File: src/rtl/ugcb_pkg.sv
// ============================================================================
// ugcb_pkg
// Shared types, codes and sizes of the uniform grid cell binner.
// ============================================================================
package ugcb_pkg;

    localparam int MAX_POINTS_DEF = 64;
    localparam int MAX_DIM_DEF    = 32;

    localparam int POS_W   = 32;
    localparam int ID_W    = 16;
    localparam int DIM_W   = 6;
    localparam int SIZE_W  = 31;
    localparam int CELL_W  = 15;
    localparam int BOX_W   = 6;
    localparam int LEN_W   = 7;
    localparam int ADDR_W  = 5;
    localparam int DATA_W  = 32;
    localparam int DIV_STEPS = 32;
    localparam int DIV_CNT_W = 6;

    localparam logic [1:0] OP_ADD   = 2'd0;
    localparam logic [1:0] OP_QUERY = 2'd1;
    localparam logic [1:0] OP_BUILD = 2'd2;
    localparam logic [1:0] OP_NONE  = 2'd3;

    localparam logic [1:0] ST_OK      = 2'd0;
    localparam logic [1:0] ST_OUTSIDE = 2'd1;
    localparam logic [1:0] ST_FULL    = 2'd2;
    localparam logic [1:0] ST_EMPTY   = 2'd3;

    localparam logic [2:0] REG_GRID_DIM  = 3'd0;
    localparam logic [2:0] REG_ORIGIN_X  = 3'd1;
    localparam logic [2:0] REG_ORIGIN_Y  = 3'd2;
    localparam logic [2:0] REG_ORIGIN_Z  = 3'd3;
    localparam logic [2:0] REG_CELL_SIZE = 3'd4;

    typedef struct packed {
        logic [1:0]              op;
        logic signed [POS_W-1:0] pos_x;
        logic signed [POS_W-1:0] pos_y;
        logic signed [POS_W-1:0] pos_z;
        logic [ID_W-1:0]         point_id;
    } cmd_t;

    typedef struct packed {
        logic [1:0]       status;
        logic [ID_W-1:0]  found_id;
        logic [BOX_W-1:0] box_number;
        logic [BOX_W-1:0] box_begin;
        logic [LEN_W-1:0] box_length;
        logic             last;
    } res_t;

    function automatic res_t mk_res(
        input logic [1:0]       status,
        input logic [ID_W-1:0]  id,
        input logic [BOX_W-1:0] bn,
        input logic [BOX_W-1:0] bb,
        input logic [LEN_W-1:0] bl,
        input logic             last
    );
        res_t r;
        r.status     = status;
        r.found_id   = id;
        r.box_number = bn;
        r.box_begin  = bb;
        r.box_length = bl;
        r.last       = last;
        return r;
    endfunction

endpackage

File: src/rtl/ugcb_div.sv
// ============================================================================
// ugcb_div
// Restoring divider, one quotient bit per cycle, for the per-axis cell.
// ============================================================================
module ugcb_div
    import ugcb_pkg::*;
(
    input  logic              clk,
    input  logic              rst_n,
    input  logic              start,
    input  logic [POS_W-1:0]  dividend,
    input  logic [SIZE_W-1:0] divisor,
    output logic              done,
    output logic [POS_W-1:0]  quotient
);

    logic [DIV_CNT_W-1:0] count_reg, count_next;
    logic                 busy_reg, busy_next;
    logic                 done_reg, done_next;
    logic [SIZE_W-1:0]    rem_reg, rem_next;
    logic [POS_W-1:0]     quo_reg, quo_next;
    logic [POS_W-1:0]     shifted;
    logic [POS_W-1:0]     diff;
    logic                 ge;

    always_comb
    begin
        shifted    = {rem_reg, quo_reg[POS_W-1]};
        ge         = shifted >= {1'b0, divisor};
        diff       = shifted - {1'b0, divisor};
        count_next = count_reg;
        busy_next  = busy_reg;
        done_next  = 1'b0;
        rem_next   = rem_reg;
        quo_next   = quo_reg;
        if (start)
        begin
            rem_next   = '0;
            quo_next   = dividend;
            count_next = '0;
            busy_next  = 1'b1;
        end
        else if (busy_reg)
        begin
            rem_next   = ge ? diff[SIZE_W-1:0] : shifted[SIZE_W-1:0];
            quo_next   = {quo_reg[POS_W-2:0], ge};
            count_next = count_reg + DIV_CNT_W'(1);
            if (count_reg == DIV_CNT_W'(DIV_STEPS - 1))
            begin
                busy_next = 1'b0;
                done_next = 1'b1;
            end
        end
    end

    always_ff @(posedge clk or negedge rst_n)
    begin
        if (!rst_n)
        begin
            count_reg <= '0;
            busy_reg  <= 1'b0;
            done_reg  <= 1'b0;
        end
        else
        begin
            count_reg <= count_next;
            busy_reg  <= busy_next;
            done_reg  <= done_next;
        end
    end

    always_ff @(posedge clk)
    begin
        rem_reg <= rem_next;
        quo_reg <= quo_next;
    end

    assign done     = done_reg;
    assign quotient = quo_reg;

endmodule

File: src/rtl/uniform_grid_cell_binner.sv
// ============================================================================
// uniform_grid_cell_binner
// Bins 3D Q16.16 points into a cubic grid; answers neighbor queries and
// sorted-list builds over the stored points.
// ============================================================================
// One transaction at a time: cmd_stall is high from acceptance until the
// last result is loaded. Add and query first run one shared 32-step divider
// once per axis, for all three axes in turn. An add then passes through
// S_NB1, S_NB2, S_ADD and S_FINISH. A query visits 27 neighbor cells and,
// for each in-grid neighbor, scans every stored point. A build makes, for
// each populated cell, one min-search pass and one emit pass over the point
// memory through its one read port, and a last min-search pass that finds
// no further cell ends it. Results leave through one output register; a
// stalled output holds the sequencer.
module uniform_grid_cell_binner
    import ugcb_pkg::*;
#(
    parameter int MAX_POINTS = MAX_POINTS_DEF,
    parameter int MAX_DIM    = MAX_DIM_DEF
)
(
    input  logic              clk,
    input  logic              rst_n,
    input  logic              psel,
    input  logic              penable,
    input  logic              pwrite,
    input  logic [ADDR_W-1:0] paddr,
    input  logic [DATA_W-1:0] pwdata,
    output logic [DATA_W-1:0] prdata,
    output logic              pready,
    input  logic              cmd_valid,
    output logic              cmd_stall,
    input  cmd_t              cmd,
    output logic              res_valid,
    input  logic              res_stall,
    output res_t              res
);

    localparam int AW   = (MAX_POINTS > 1) ? $clog2(MAX_POINTS) : 1;
    localparam int CNW  = $clog2(MAX_POINTS + 1);
    localparam int CW   = $clog2(MAX_DIM + 1);
    localparam int CMPW = CW + DIM_W;
    localparam int EW   = CELL_W + ID_W;

    localparam logic [3:0] S_IDLE      = 4'd0;
    localparam logic [3:0] S_DIV_START = 4'd1;
    localparam logic [3:0] S_DIV_WAIT  = 4'd2;
    localparam logic [3:0] S_NB1       = 4'd3;
    localparam logic [3:0] S_NB2       = 4'd4;
    localparam logic [3:0] S_ADD       = 4'd5;
    localparam logic [3:0] S_SCAN_RD   = 4'd6;
    localparam logic [3:0] S_SCAN_CMP  = 4'd7;
    localparam logic [3:0] S_NEXT      = 4'd8;
    localparam logic [3:0] S_BMIN_RD   = 4'd9;
    localparam logic [3:0] S_BMIN_CMP  = 4'd10;
    localparam logic [3:0] S_BEMIT_RD  = 4'd11;
    localparam logic [3:0] S_BEMIT_CMP = 4'd12;
    localparam logic [3:0] S_FINISH    = 4'd13;

    localparam logic [1:0] OFF_DEC = 2'd0;
    localparam logic [1:0] OFF_MID = 2'd1;
    localparam logic [1:0] OFF_INC = 2'd2;

    function automatic logic [CW:0] nb_coord(
        input logic [CW-1:0]    c,
        input logic [1:0]       off,
        input logic [DIM_W-1:0] dim
    );
        logic [CW-1:0] n;
        logic          ok;
        case (off)
            OFF_DEC: n = c - CW'(1);
            OFF_INC: n = c + CW'(1);
            default: n = c;
        endcase
        ok = !(off == OFF_DEC && c == '0) && (CMPW'(n) < CMPW'(dim));
        return {ok, n};
    endfunction

    logic [3:0]              state_reg, state_next;
    logic [DIM_W-1:0]        grid_dim_reg;
    logic signed [POS_W-1:0] origin_x_reg, origin_y_reg, origin_z_reg;
    logic [SIZE_W-1:0]       cell_size_reg;
    logic [CNW-1:0]          count_reg, count_next;
    cmd_t                    cmd_reg, cmd_next;
    logic [1:0]              axis_reg, axis_next;
    logic                    outside_reg, outside_next;
    logic [CW-1:0]           cx_reg, cx_next, cy_reg, cy_next, cz_reg, cz_next;
    logic [1:0]              ix_reg, ix_next, iy_reg, iy_next, iz_reg, iz_next;
    logic [CW-1:0]           nx_reg, nx_next;
    logic                    nb_ok_reg, nb_ok_next;
    logic [CELL_W-1:0]       t_reg, t_next;
    logic [CELL_W-1:0]       target_reg, target_next;
    logic [CNW-1:0]          e_reg, e_next;
    logic                    found_reg, found_next;
    logic [CELL_W-1:0]       prev_reg, prev_next;
    logic                    prev_valid_reg, prev_valid_next;
    logic [LEN_W-1:0]        len_reg, len_next;
    logic [BOX_W-1:0]        box_reg, box_next;
    logic [BOX_W-1:0]        bpos_reg, bpos_next;
    res_t                    pend_reg, pend_next;
    logic                    pend_valid_reg, pend_valid_next;
    res_t                    out_reg, out_next;
    logic                    out_valid_reg, out_valid_next;
    logic [EW-1:0]           rd_entry_reg;
    logic [EW-1:0]           entry_mem [MAX_POINTS];

    logic [DIM_W-1:0]        dim_eff;
    logic [SIZE_W-1:0]       size_eff;
    logic signed [POS_W-1:0] pos_sel, org_sel;
    logic [POS_W:0]          diff;
    logic                    div_start, div_done;
    logic [POS_W-1:0]        quotient;
    logic                    mem_we;
    logic [CELL_W-1:0]       rd_cell;
    logic [ID_W-1:0]         rd_id;
    logic                    out_free, can_push, push_req;
    res_t                    push_val;
    logic [CW:0]             nbx, nby, nbz;
    logic                    cand;

    assign pready = 1'b1;

    always_comb
    begin
        prdata = '0;
        unique case (paddr[ADDR_W-1:2])
            REG_GRID_DIM:  prdata = DATA_W'(grid_dim_reg);
            REG_ORIGIN_X:  prdata = DATA_W'(origin_x_reg);
            REG_ORIGIN_Y:  prdata = DATA_W'(origin_y_reg);
            REG_ORIGIN_Z:  prdata = DATA_W'(origin_z_reg);
            REG_CELL_SIZE: prdata = DATA_W'(cell_size_reg);
            default:       prdata = '0;
        endcase
    end

    always_ff @(posedge clk or negedge rst_n)
    begin
        if (!rst_n)
        begin
            grid_dim_reg  <= DIM_W'(1);
            origin_x_reg  <= '0;
            origin_y_reg  <= '0;
            origin_z_reg  <= '0;
            cell_size_reg <= SIZE_W'(65536);
        end
        else if (psel && penable && pwrite)
        begin
            unique case (paddr[ADDR_W-1:2])
                REG_GRID_DIM:  grid_dim_reg  <= pwdata[DIM_W-1:0];
                REG_ORIGIN_X:  origin_x_reg  <= pwdata;
                REG_ORIGIN_Y:  origin_y_reg  <= pwdata;
                REG_ORIGIN_Z:  origin_z_reg  <= pwdata;
                REG_CELL_SIZE: cell_size_reg <= pwdata[SIZE_W-1:0];
                default:       ;
            endcase
        end
    end

    always_comb
    begin
        if (grid_dim_reg == '0)
            dim_eff = DIM_W'(1);
        else if (grid_dim_reg > DIM_W'(MAX_DIM))
            dim_eff = DIM_W'(MAX_DIM);
        else
            dim_eff = grid_dim_reg;
        size_eff = (cell_size_reg == '0) ? SIZE_W'(1) : cell_size_reg;
        case (axis_reg)
            2'd0:
            begin
                pos_sel = cmd_reg.pos_x;
                org_sel = origin_x_reg;
            end
            2'd1:
            begin
                pos_sel = cmd_reg.pos_y;
                org_sel = origin_y_reg;
            end
            default:
            begin
                pos_sel = cmd_reg.pos_z;
                org_sel = origin_z_reg;
            end
        endcase
        diff = {pos_sel[POS_W-1], pos_sel} - {org_sel[POS_W-1], org_sel};
    end

    ugcb_div u_div (
        .clk      (clk),
        .rst_n    (rst_n),
        .start    (div_start),
        .dividend (diff[POS_W-1:0]),
        .divisor  (size_eff),
        .done     (div_done),
        .quotient (quotient)
    );

    always_ff @(posedge clk)
    begin
        if (mem_we)
            entry_mem[count_reg[AW-1:0]] <= {target_reg, cmd_reg.point_id};
        rd_entry_reg <= entry_mem[e_reg[AW-1:0]];
    end

    assign rd_cell = rd_entry_reg[EW-1:ID_W];
    assign rd_id   = rd_entry_reg[ID_W-1:0];

    always_comb
    begin
        state_next      = state_reg;
        count_next      = count_reg;
        cmd_next        = cmd_reg;
        axis_next       = axis_reg;
        outside_next    = outside_reg;
        cx_next         = cx_reg;
        cy_next         = cy_reg;
        cz_next         = cz_reg;
        ix_next         = ix_reg;
        iy_next         = iy_reg;
        iz_next         = iz_reg;
        nx_next         = nx_reg;
        nb_ok_next      = nb_ok_reg;
        t_next          = t_reg;
        target_next     = target_reg;
        e_next          = e_reg;
        found_next      = found_reg;
        prev_next       = prev_reg;
        prev_valid_next = prev_valid_reg;
        len_next        = len_reg;
        box_next        = box_reg;
        bpos_next       = bpos_reg;
        pend_next       = pend_reg;
        pend_valid_next = pend_valid_reg;
        out_free        = !out_valid_reg || !res_stall;
        out_next        = out_reg;
        out_valid_next  = out_valid_reg && res_stall;
        can_push        = !pend_valid_reg || out_free;
        push_req        = 1'b0;
        push_val        = mk_res(ST_OK, rd_id, '0, '0, '0, 1'b0);
        div_start       = 1'b0;
        mem_we          = 1'b0;
        nbx             = nb_coord(cx_reg, ix_reg, dim_eff);
        nby             = nb_coord(cy_reg, iy_reg, dim_eff);
        nbz             = nb_coord(cz_reg, iz_reg, dim_eff);
        cand            = !prev_valid_reg || (rd_cell > prev_reg);

        unique case (state_reg)
            S_IDLE:
            begin
                if (cmd_valid)
                begin
                    cmd_next        = cmd;
                    pend_valid_next = 1'b0;
                    e_next          = '0;
                    if (cmd.op == OP_BUILD)
                    begin
                        found_next      = 1'b0;
                        prev_valid_next = 1'b0;
                        box_next        = '0;
                        bpos_next       = '0;
                        state_next      = S_BMIN_RD;
                    end
                    else if (cmd.op == OP_NONE)
                        state_next = S_FINISH;
                    else
                    begin
                        axis_next    = '0;
                        outside_next = 1'b0;
                        state_next   = S_DIV_START;
                    end
                end
            end
            S_DIV_START:
            begin
                div_start  = 1'b1;
                state_next = S_DIV_WAIT;
            end
            S_DIV_WAIT:
            begin
                if (div_done)
                begin
                    if (diff[POS_W] || quotient >= POS_W'(dim_eff))
                        outside_next = 1'b1;
                    case (axis_reg)
                        2'd0:    cx_next = quotient[CW-1:0];
                        2'd1:    cy_next = quotient[CW-1:0];
                        default: cz_next = quotient[CW-1:0];
                    endcase
                    if (axis_reg == 2'd2)
                    begin
                        if (outside_next)
                        begin
                            pend_next       = mk_res(ST_OUTSIDE, '0, '0, '0, '0, 1'b0);
                            pend_valid_next = 1'b1;
                            state_next      = S_FINISH;
                        end
                        else
                        begin
                            ix_next    = (cmd_reg.op == OP_ADD) ? OFF_MID : OFF_DEC;
                            iy_next    = ix_next;
                            iz_next    = ix_next;
                            state_next = S_NB1;
                        end
                    end
                    else
                    begin
                        axis_next  = axis_reg + 2'd1;
                        state_next = S_DIV_START;
                    end
                end
            end
            S_NB1:
            begin
                nb_ok_next = nbx[CW] && nby[CW] && nbz[CW];
                nx_next    = nbx[CW-1:0];
                t_next     = CELL_W'(CELL_W'(nbz[CW-1:0]) * CELL_W'(dim_eff)
                                     + CELL_W'(nby[CW-1:0]));
                state_next = S_NB2;
            end
            S_NB2:
            begin
                target_next = CELL_W'(t_reg * CELL_W'(dim_eff) + CELL_W'(nx_reg));
                e_next      = '0;
                if (cmd_reg.op == OP_ADD)
                    state_next = S_ADD;
                else if (!nb_ok_reg)
                    state_next = S_NEXT;
                else
                    state_next = S_SCAN_RD;
            end
            S_ADD:
            begin
                if (count_reg >= CNW'(MAX_POINTS))
                    pend_next = mk_res(ST_FULL, '0, '0, '0, '0, 1'b0);
                else
                begin
                    mem_we     = 1'b1;
                    count_next = count_reg + CNW'(1);
                    pend_next  = mk_res(ST_OK, '0, '0, '0, '0, 1'b0);
                end
                pend_valid_next = 1'b1;
                state_next      = S_FINISH;
            end
            S_SCAN_RD:
            begin
                if (e_reg == count_reg)
                    state_next = S_NEXT;
                else
                    state_next = S_SCAN_CMP;
            end
            S_SCAN_CMP:
            begin
                push_req = (rd_cell == target_reg);
                if (!push_req || can_push)
                begin
                    e_next     = e_reg + CNW'(1);
                    state_next = S_SCAN_RD;
                end
            end
            S_NEXT:
            begin
                state_next = S_NB1;
                if (iz_reg != OFF_INC)
                    iz_next = iz_reg + 2'd1;
                else if (iy_reg != OFF_INC)
                begin
                    iy_next = iy_reg + 2'd1;
                    iz_next = OFF_DEC;
                end
                else if (ix_reg != OFF_INC)
                begin
                    ix_next = ix_reg + 2'd1;
                    iy_next = OFF_DEC;
                    iz_next = OFF_DEC;
                end
                else
                    state_next = S_FINISH;
            end
            S_BMIN_RD:
            begin
                if (e_reg == count_reg)
                begin
                    e_next     = '0;
                    state_next = found_reg ? S_BEMIT_RD : S_FINISH;
                end
                else
                    state_next = S_BMIN_CMP;
            end
            S_BMIN_CMP:
            begin
                if (cand)
                begin
                    if (!found_reg || rd_cell < target_reg)
                    begin
                        target_next = rd_cell;
                        len_next    = LEN_W'(1);
                        found_next  = 1'b1;
                    end
                    else if (rd_cell == target_reg)
                        len_next = len_reg + LEN_W'(1);
                end
                e_next     = e_reg + CNW'(1);
                state_next = S_BMIN_RD;
            end
            S_BEMIT_RD:
            begin
                if (e_reg == count_reg)
                begin
                    bpos_next       = BOX_W'(LEN_W'(bpos_reg) + len_reg);
                    box_next        = box_reg + BOX_W'(1);
                    prev_next       = target_reg;
                    prev_valid_next = 1'b1;
                    found_next      = 1'b0;
                    e_next          = '0;
                    state_next      = S_BMIN_RD;
                end
                else
                    state_next = S_BEMIT_CMP;
            end
            S_BEMIT_CMP:
            begin
                push_req = (rd_cell == target_reg);
                push_val = mk_res(ST_OK, rd_id, box_reg, bpos_reg, len_reg, 1'b0);
                if (!push_req || can_push)
                begin
                    e_next     = e_reg + CNW'(1);
                    state_next = S_BEMIT_RD;
                end
            end
            S_FINISH:
            begin
                if (out_free)
                begin
                    if (pend_valid_reg)
                    begin
                        out_next      = pend_reg;
                        out_next.last = 1'b1;
                    end
                    else
                        out_next = mk_res(ST_EMPTY, '0, '0, '0, '0, 1'b1);
                    out_valid_next  = 1'b1;
                    pend_valid_next = 1'b0;
                    state_next      = S_IDLE;
                end
            end
            default:
                state_next = S_IDLE;
        endcase

        if (push_req && can_push)
        begin
            if (pend_valid_reg)
            begin
                out_next       = pend_reg;
                out_valid_next = 1'b1;
            end
            pend_next       = push_val;
            pend_valid_next = 1'b1;
        end
    end

    always_ff @(posedge clk or negedge rst_n)
    begin
        if (!rst_n)
        begin
            state_reg      <= S_IDLE;
            count_reg      <= '0;
            pend_valid_reg <= 1'b0;
            out_valid_reg  <= 1'b0;
            axis_reg       <= '0;
            outside_reg    <= 1'b0;
            e_reg          <= '0;
            found_reg      <= 1'b0;
            prev_valid_reg <= 1'b0;
            ix_reg         <= '0;
            iy_reg         <= '0;
            iz_reg         <= '0;
            nb_ok_reg      <= 1'b0;
        end
        else
        begin
            state_reg      <= state_next;
            count_reg      <= count_next;
            pend_valid_reg <= pend_valid_next;
            out_valid_reg  <= out_valid_next;
            axis_reg       <= axis_next;
            outside_reg    <= outside_next;
            e_reg          <= e_next;
            found_reg      <= found_next;
            prev_valid_reg <= prev_valid_next;
            ix_reg         <= ix_next;
            iy_reg         <= iy_next;
            iz_reg         <= iz_next;
            nb_ok_reg      <= nb_ok_next;
        end
    end

    always_ff @(posedge clk)
    begin
        cmd_reg    <= cmd_next;
        cx_reg     <= cx_next;
        cy_reg     <= cy_next;
        cz_reg     <= cz_next;
        nx_reg     <= nx_next;
        t_reg      <= t_next;
        target_reg <= target_next;
        prev_reg   <= prev_next;
        len_reg    <= len_next;
        box_reg    <= box_next;
        bpos_reg   <= bpos_next;
        pend_reg   <= pend_next;
        out_reg    <= out_next;
    end

    assign cmd_stall = (state_reg != S_IDLE);
    assign res_valid = out_valid_reg;
    assign res       = out_reg;

endmodule

File: config.mk
export PLATFORM = sky130hd
export DESIGN_NAME = uniform_grid_cell_binner
export DESIGN_NICKNAME = d
export VERILOG_FILES = /design/src/rtl/ugcb_pkg.sv /design/src/rtl/ugcb_div.sv /design/src/rtl/uniform_grid_cell_binner.sv
export SDC_FILE = /design/constraint.sdc
export NUM_CORES = 2
export LEC_CHECK = 0
export ABC_CLOCK_PERIOD_IN_PS = 6200
export BUFFER_PORTS_ARGS = -buffer_cell sky130_fd_sc_hd__buf_2
export CAP_MARGIN = 0
export CORE_ASPECT_RATIO = 1.1
export CORE_MARGIN = 8
export CORE_UTILIZATION = 56
export DETAILED_ROUTE_END_ITERATION = 8
export GPL_TIMING_DRIVEN = 0
export PLACE_DENSITY_LB_ADDON = 0.25
export SYNTH_ARGS = -nofsm -noshare
export SYNTH_HDL_FRONTEND = slang
export SYNTH_SLANG_ARGS = --single-unit
File: constraint.sdc
create_clock -name clk -period 6.2 [get_ports clk]
set_input_delay 1.86 -clock clk [delete_from_list [all_inputs] [get_ports clk]]
set_output_delay 1.86 -clock clk [all_outputs]
set_load 0.02 [all_outputs]
Word level (Yosys, flattened, before mapping)

Memory sizes are Yosys's and may differ from the RTL's. A register that Yosys moved wholly into a read port is not among the register bits.
Index checks and enable logic that the tools add are counted.

$add $sub $neg: 20
Multiply operators: 2
Magnitude comparators: 9
Equal/unequal tests: 56
Multiplexer cells: 119
Bitwise gates (word level): 2
Reductions and logical operators: 77

Operators by type and width:

| cell                                                           | count |
|---|---|
| 38-bit two-way mux                                             | 10 |
| 32-bit one-hot mux with 5 select lines                         | 1 |
| 32-bit one-hot mux with 2 select lines                         | 2 |
| 38-bit one-hot mux with 2 select lines                         | 1 |
| 32-bit two-way mux                                             | 2 |
| 31-bit two-way mux                                             | 2 |
| 4-bit two-way mux                                              | 15 |
| 6-bit one-hot mux with 2 select lines                          | 5 |
| 4-bit one-hot mux with 14 select lines                         | 1 |
| 6-bit two-way mux                                              | 8 |
| 2-bit inequality test (second input constant)                  | 19 |
| 1-bit two-way mux                                              | 36 |
| 7-bit one-hot mux with 5 select lines                          | 1 |
| 32-bit by 32-bit subtractor with 33-bit output                 | 1 |
| 32-bit by 31-bit greater-or-equal comparator with 1-bit output | 1 |
| 32-bit by 6-bit greater-or-equal comparator with 1-bit output  | 1 |
| 2-bit two-way mux                                              | 16 |
| 31-bit logical NOT                                             | 1 |
| 31-bit subtractor                                              | 1 |
| 6-bit by 1-bit adder with 6-bit output (second input constant) | 5 |
| 15-bit two-way mux                                             | 2 |
| 15-bit one-hot mux with 2 select lines                         | 1 |
| 7-bit two-way mux                                              | 4 |
| 4-bit equality test (second input constant)                    | 6 |
| 53 further kinds                                               | 143 |

Flip-flop bits (word level): 514
Memory bits (writable): 1984
Input bits: 158
Output and inout port bits: 73
Word-level logic and storage cells: 336
Memories: 1

Memory list:

| name      | words | bits a word | rd ports | clocked after Yosys merged registers in | wr ports | RTL line                        | source |
|---|---|---|---|---|---|---|---|
| entry_mem | 64    | 31          | 1        | 1                                       | 1        | uniform_grid_cell_binner.sv:106 | `logic [EW-1:0] entry_mem [MAX_POINTS];` |

Longest topological paths before layout

Word-level depth: 13
Depth in mapped cells: 25
Gate-level depth less buffers: 25

Modules after synthesis

From an unflattened synthesis, not the netlist that was laid out.

Cell total of the unflattened synthesis: 5700
Area total of the unflattened synthesis: 106004.2 um2

Modules (own cells, without submodules):

| module                   | times used | cells each | area an instance (um2) | seq. area each (um2) |
|---|---|---|---|---|
| uniform_grid_cell_binner | 1          | 5135       | 100965.6               | 72206.8 |
| ugcb_div                 | 1          | 565        | 5038.6                 | 1781.7 |

Worst setup path after synthesis

OpenSTA, ideal clock, no wires.

Kind: register to register
Start: register axis_reg[0]
End: register pend_reg[10] (netlist bit), enable pin
Library setup time: 0.488 ns
Arrival time: 6.372 ns
Data required time: 5.712 ns
Path slack: -0.660 ns
Cell stages (with the launch flop): 18
Buffers on the path: 1
Clock period less this slack: 6.860 ns
Cell sequence: dfrtp_1 -> inv_1 -> ha_1 -> nor2_1 -> clkbuf_1 -> nand2_1 -> nand2_1 -> ha_1 -> inv_1 -> fa_1 -> a211oi_1 -> o21ai_0 -> and3_1 -> a311oi_2 -> o21ai_2 -> o21ba_2 -> o21ai_0 -> a21boi_0

Longest elaborated chain between the ends: 9
Elaborated cells between the ends (all ways): 13
Classes of those cells: 1 x add/sub; 4 x eq/ne; 5 x mux; 3 x reduce/logical

RTL lines:

| item                                                                                | RTL line                        | source |
|---|---|---|
| start: declaration                                                                  | uniform_grid_cell_binner.sv:86  | `logic [1:0] axis_reg, axis_next;` |
| start signal: assignment                                                            | uniform_grid_cell_binner.sv:487 | `axis_reg <= axis_next;` |
| 2-bit by 1-bit equality test with 1-bit output or 2-bit logical NOT (tied branches) | uniform_grid_cell_binner.sv:169 | `case (axis_reg)` |
| 32-bit one-hot mux with 2 select lines                                              | uniform_grid_cell_binner.sv:169 |  |
| 32-bit by 32-bit subtractor with 33-bit output                                      | uniform_grid_cell_binner.sv:186 | `diff = {pos_sel[POS_W-1], pos_sel} - {org_sel[POS_W-1], org_sel};` |
| 1-bit logical OR                                                                    | uniform_grid_cell_binner.sv:283 | `if (diff[POS_W] \|\| quotient >= POS_W'(dim_eff))` |
| 1-bit two-way mux                                                                   | uniform_grid_cell_binner.sv:283 |  |
| 1-bit two-way mux                                                                   | uniform_grid_cell_binner.sv:281 | `if (div_done)` |
| 1-bit two-way mux                                                                   | uniform_grid_cell_binner.sv:248 | `unique case (state_reg)` |
| 3-bit inequality test (no line)                                                     | -                               |  |
| 4-bit AND reduction (no line) (*)                                                   | -                               |  |
| end signal: assignment                                                              | uniform_grid_cell_binner.sv:512 | `pend_reg <= pend_next;` |
| end: declaration                                                                    | uniform_grid_cell_binner.sv:101 | `res_t pend_reg, pend_next;` |

Mark *: on every way between the ends. The rest lies on a longest branch, timed or not. The select of a mux whose other input is x is not followed.
A chain may end at the register's enable or synchronous reset.

Worst setup path in the final report

Start: input paddr[4]
End: output prdata[7]

Longest elaborated chain between the ends: 2
Elaborated cells between the ends (all ways): 6
Classes of those cells: 4 x eq/ne; 1 x mux; 1 x reduce/logical

RTL lines:

| item                                        | RTL line                        | source |
|---|---|---|
| start: declaration                          | uniform_grid_cell_binner.sv:27  | `input logic [ADDR_W-1:0] paddr,` |
| 3-bit equality test (tied with other cells) | uniform_grid_cell_binner.sv:127 | `unique case (paddr[ADDR_W-1:2])` |
| 32-bit one-hot mux with 5 select lines (*)  | uniform_grid_cell_binner.sv:127 |  |
| end: declaration                            | uniform_grid_cell_binner.sv:29  | `output logic [DATA_W-1:0] prdata,` |

Mark *: on every way between the ends. The rest lies on a longest branch, timed or not.

==> results.sh <==
export IMPL_cts_path_max_buffers=3
export IMPL_final_setup_tns_ns=0
export IMPL_crit_type="in2out"
export IMPL_cp_start_kind="input pin"
export IMPL_cp_required_ns=4.34
export IMPL_slew_headroom_pct=10.6
export IMPL_routed_wl_mm=286
export IMPL_worstMarginPinSlew_ns=1.34
export IMPL_wl_met3_mm=25.8
export IMPL_worstPathArrival_ns=4.18
export IMPL_synth_area_leaders="edfxtp_1, mux4_2, dfrtp_1, ha_1, dfxtp_1"
export IMPL_firstDrtPassIters=6
export IMPL_fmax_mhz=165
export IMPL_synth_most_common_cell="edfxtp_1"
export IMPL_final_period_utilization_pct=97.5
export IMPL_hold_class="reg2reg"
export IMPL_vias=57900
export IMPL_rows=167
export IMPL_critical_path_endpoint_type="output port"
export IMPL_drv_cap=0
export IMPL_io_buffers=226
export IMPL_fin_nets=6768
export IMPL_clock_skew_ns=0.0819
export IMPL_instances_no_fill=9025
export IMPL_ant_nets=0
export IMPL_top_layer="met5"
export IMPL_synth_nets=6165
export IMPL_synth_top_area_share_pct=64.0
export IMPL_h_tree_depth=4
export IMPL_ys_flop_type="edfxtp_1"
export IMPL_root_buffer="clkbuf_16"
export IMPL_synthArstFlopShare_pct=6.85
export IMPL_wl_per_cell_um=31.6
export IMPL_cp_max_fo=10
export IMPL_drc=0
export IMPL_grt_use_total_pct=27.9
export IMPL_die_area_um2=203000
export IMPL_p_leak_nw=40.9
export IMPL_synth_cells_most_frequent="edfxtp_1, mux4_2, nand2_1"
export IMPL_largest_reg_flops=1984
export IMPL_grt_pass1_wl_mm=413
export IMPL_finalHoldViolCount=0
export IMPL_total_power_mw=50.9
export IMPL_ys_types=85
export IMPL_syn_cell_area_um2=106000
export IMPL_p_per_area_nw_per_um2=418
export IMPL_drt_iter0_markers=7350
export IMPL_drive_above_1_share_pct=25.4
export IMPL_rsz0062_at_grt="false"
export IMPL_die_w_um=430
export IMPL_status="complete, no violations"
export IMPL_place_ws_ns=-0.516
export IMPL_setup_viol=0
export IMPL_chipHeight_um=472
export IMPL_timing_final_crit_period_ns=6.04
export IMPL_start_util_pct=56.2
export IMPL_cts_buffers=237
export IMPL_avgSynthCellArea_um2=18.5
export IMPL_tritoncts="done"
export IMPL_grt_max_degree=89
export IMPL_layout_setup_ws_ns=0.157
export IMPL_grt_pass1_vias=58600
export IMPL_grt_remaining_overflow=0
export IMPL_synth_edf_count=2253
export IMPL_dp_hpwl_mm=198
export IMPL_vias_per_cell=6.41
export IMPL_holdWs_ns=0.463
export IMPL_gp_congestion=0.904
export IMPL_yosysSeqAreaShare_pct=70.0
export IMPL_boundaryPins=231
export IMPL_antenna_found_initial=26
export IMPL_clk_pin_slew_ns=0.06
export IMPL_clock_sinks=2526
export IMPL_drv_slew=0
export IMPL_peakVddDrop_mv=0.421
export IMPL_syn_instance_count=5730
export IMPL_clk_latency_ns=0.93
export IMPL_ys_seq_elements=2526
export IMPL_dp_cells=8540
export IMPL_fill_cells=12400
export IMPL_core_um2=188000
export IMPL_yosysWarnings=0
export IMPL_wl_met2_mm=140
export IMPL_synthToLayoutAreaGrowth_pct=15.1
export IMPL_met1Wirelength_mm=105
export IMPL_yosys_area_top_type="edfxtp_1"
-- worst max-delay path, cell delays in order --
cell      delay (ns)
buf_2           0.11
clkbuf_1        0.47
nor3b_2         0.70
clkbuf_1        0.54
a22oi_1         0.15
nand2_1         0.13
buf_2           0.22
-- cell usage in the layout (no fill, tap or decap), types with 64 or more instances in the layout --
| cell | n |
|---|---|
| clkbuf_16 | 237 |
| buf_16 | 69 |
| o21ai_0 | 171 |
| mux2_2 | 109 |
| a22o_1 | 68 |
| edfxtp_1 | 2253 |
| a21oi_1 | 176 |
| fa_1 | 69 |
| mux4_2 | 651 |
| nand2_1 | 291 |
| dfxtp_1 | 100 |
| nor2_4 | 64 |
| clkbuf_1 | 214 |
| and2_1 | 110 |
| a22oi_1 | 85 |
| xnor2_1 | 77 |
| inv_1 | 172 |
| buf_2 | 278 |
| ha_1 | 208 |
| nor2_1 | 147 |
| dfrtp_1 | 170 |
-- timing repair --
item,in CTS,in global routing
endpoints found under the setup margin,66,52
gates resized for setup,11,15
buffers inserted,1,7
pin swaps,1,0
hold buffers,0,0
-- area by class of cell --
cell class                      count  area, µm²  share of cell area (%)
Sequential cell                  2526      74000                    60.8
Multi-Input combinational cell   2755      30500                    25.1
Clock buffer                      287       6170                    5.07
Timing Repair Buffer              368       4370                    3.59
Tap cell                         2450       3070                    2.52
Clock inverter                    153       1700                    1.39
Buffer                            272       1140                   0.938
Inverter                          173        649                   0.533
Antenna cell                       41        103                  0.0843
-- cells by family (layout without fill, tap and decap cells) --
kind of cell    count (synthesis)  in the layout  synth area share [%]
other cells                     1             42               0.00355
buf+inv                       449           1253                  1.70
mux                           803            803                  15.4
flops                        2526           2526                  70.0
simple gates                  844            844                  3.74
xor+xnor                      130            130                  1.08
fa+ha+maj                     277            277                  3.77
compound gates                700            700                  4.31
-- where the power goes --
| group | internal, mW | switching [mW] |
|---|---|---|
| Combinational | 5.95 | 8.78 |
| Sequential | 20.6 | 0.930 |
| Clock | 8.13 | 6.49 |
| Total | 34.7 | 16.2 |
-- per-layer routing --
metal	up-vias	GRT usage (%)
met5	-	0
met4	16	13.2
met3	597	5.55
met2	2888	45.7
met1	30200	36.2
li1	24200	-
-- per-stage QoR --
stage                     utilization (%)  instance area, µm²
final                                64.7              122000
after global routing                 64.7              122000
after CTS                            64.6              122000
after detailed placement             60.4              114000
after global placement               58.5              110000
after floorplan                         -              106000
-- final timing paths --
check                                            from  slack (ns)  cells past startpoint                           end
max                                          paddr[4]        0.16                      7                     prdata[7]
min                        pend_reg[12]$_SDFFCE_PN0P_        0.46                      1               res[12]$_DFF_P_
max reg2reg                     iz_reg[0]$_DFFE_PN0P_        0.28                     22           t_reg[12]$_DFFE_PP_
min reg2reg                pend_reg[12]$_SDFFCE_PN0P_        0.46                      1               res[12]$_DFF_P_
max in group asynchronous                       rst_n        4.27                      2   grid_dim_reg[5]$_DFFE_PN0P_
min in group asynchronous                       rst_n        0.95                      1  origin_x_reg[17]$_DFFE_PN0P_
(Power assumes the default switching activity.)
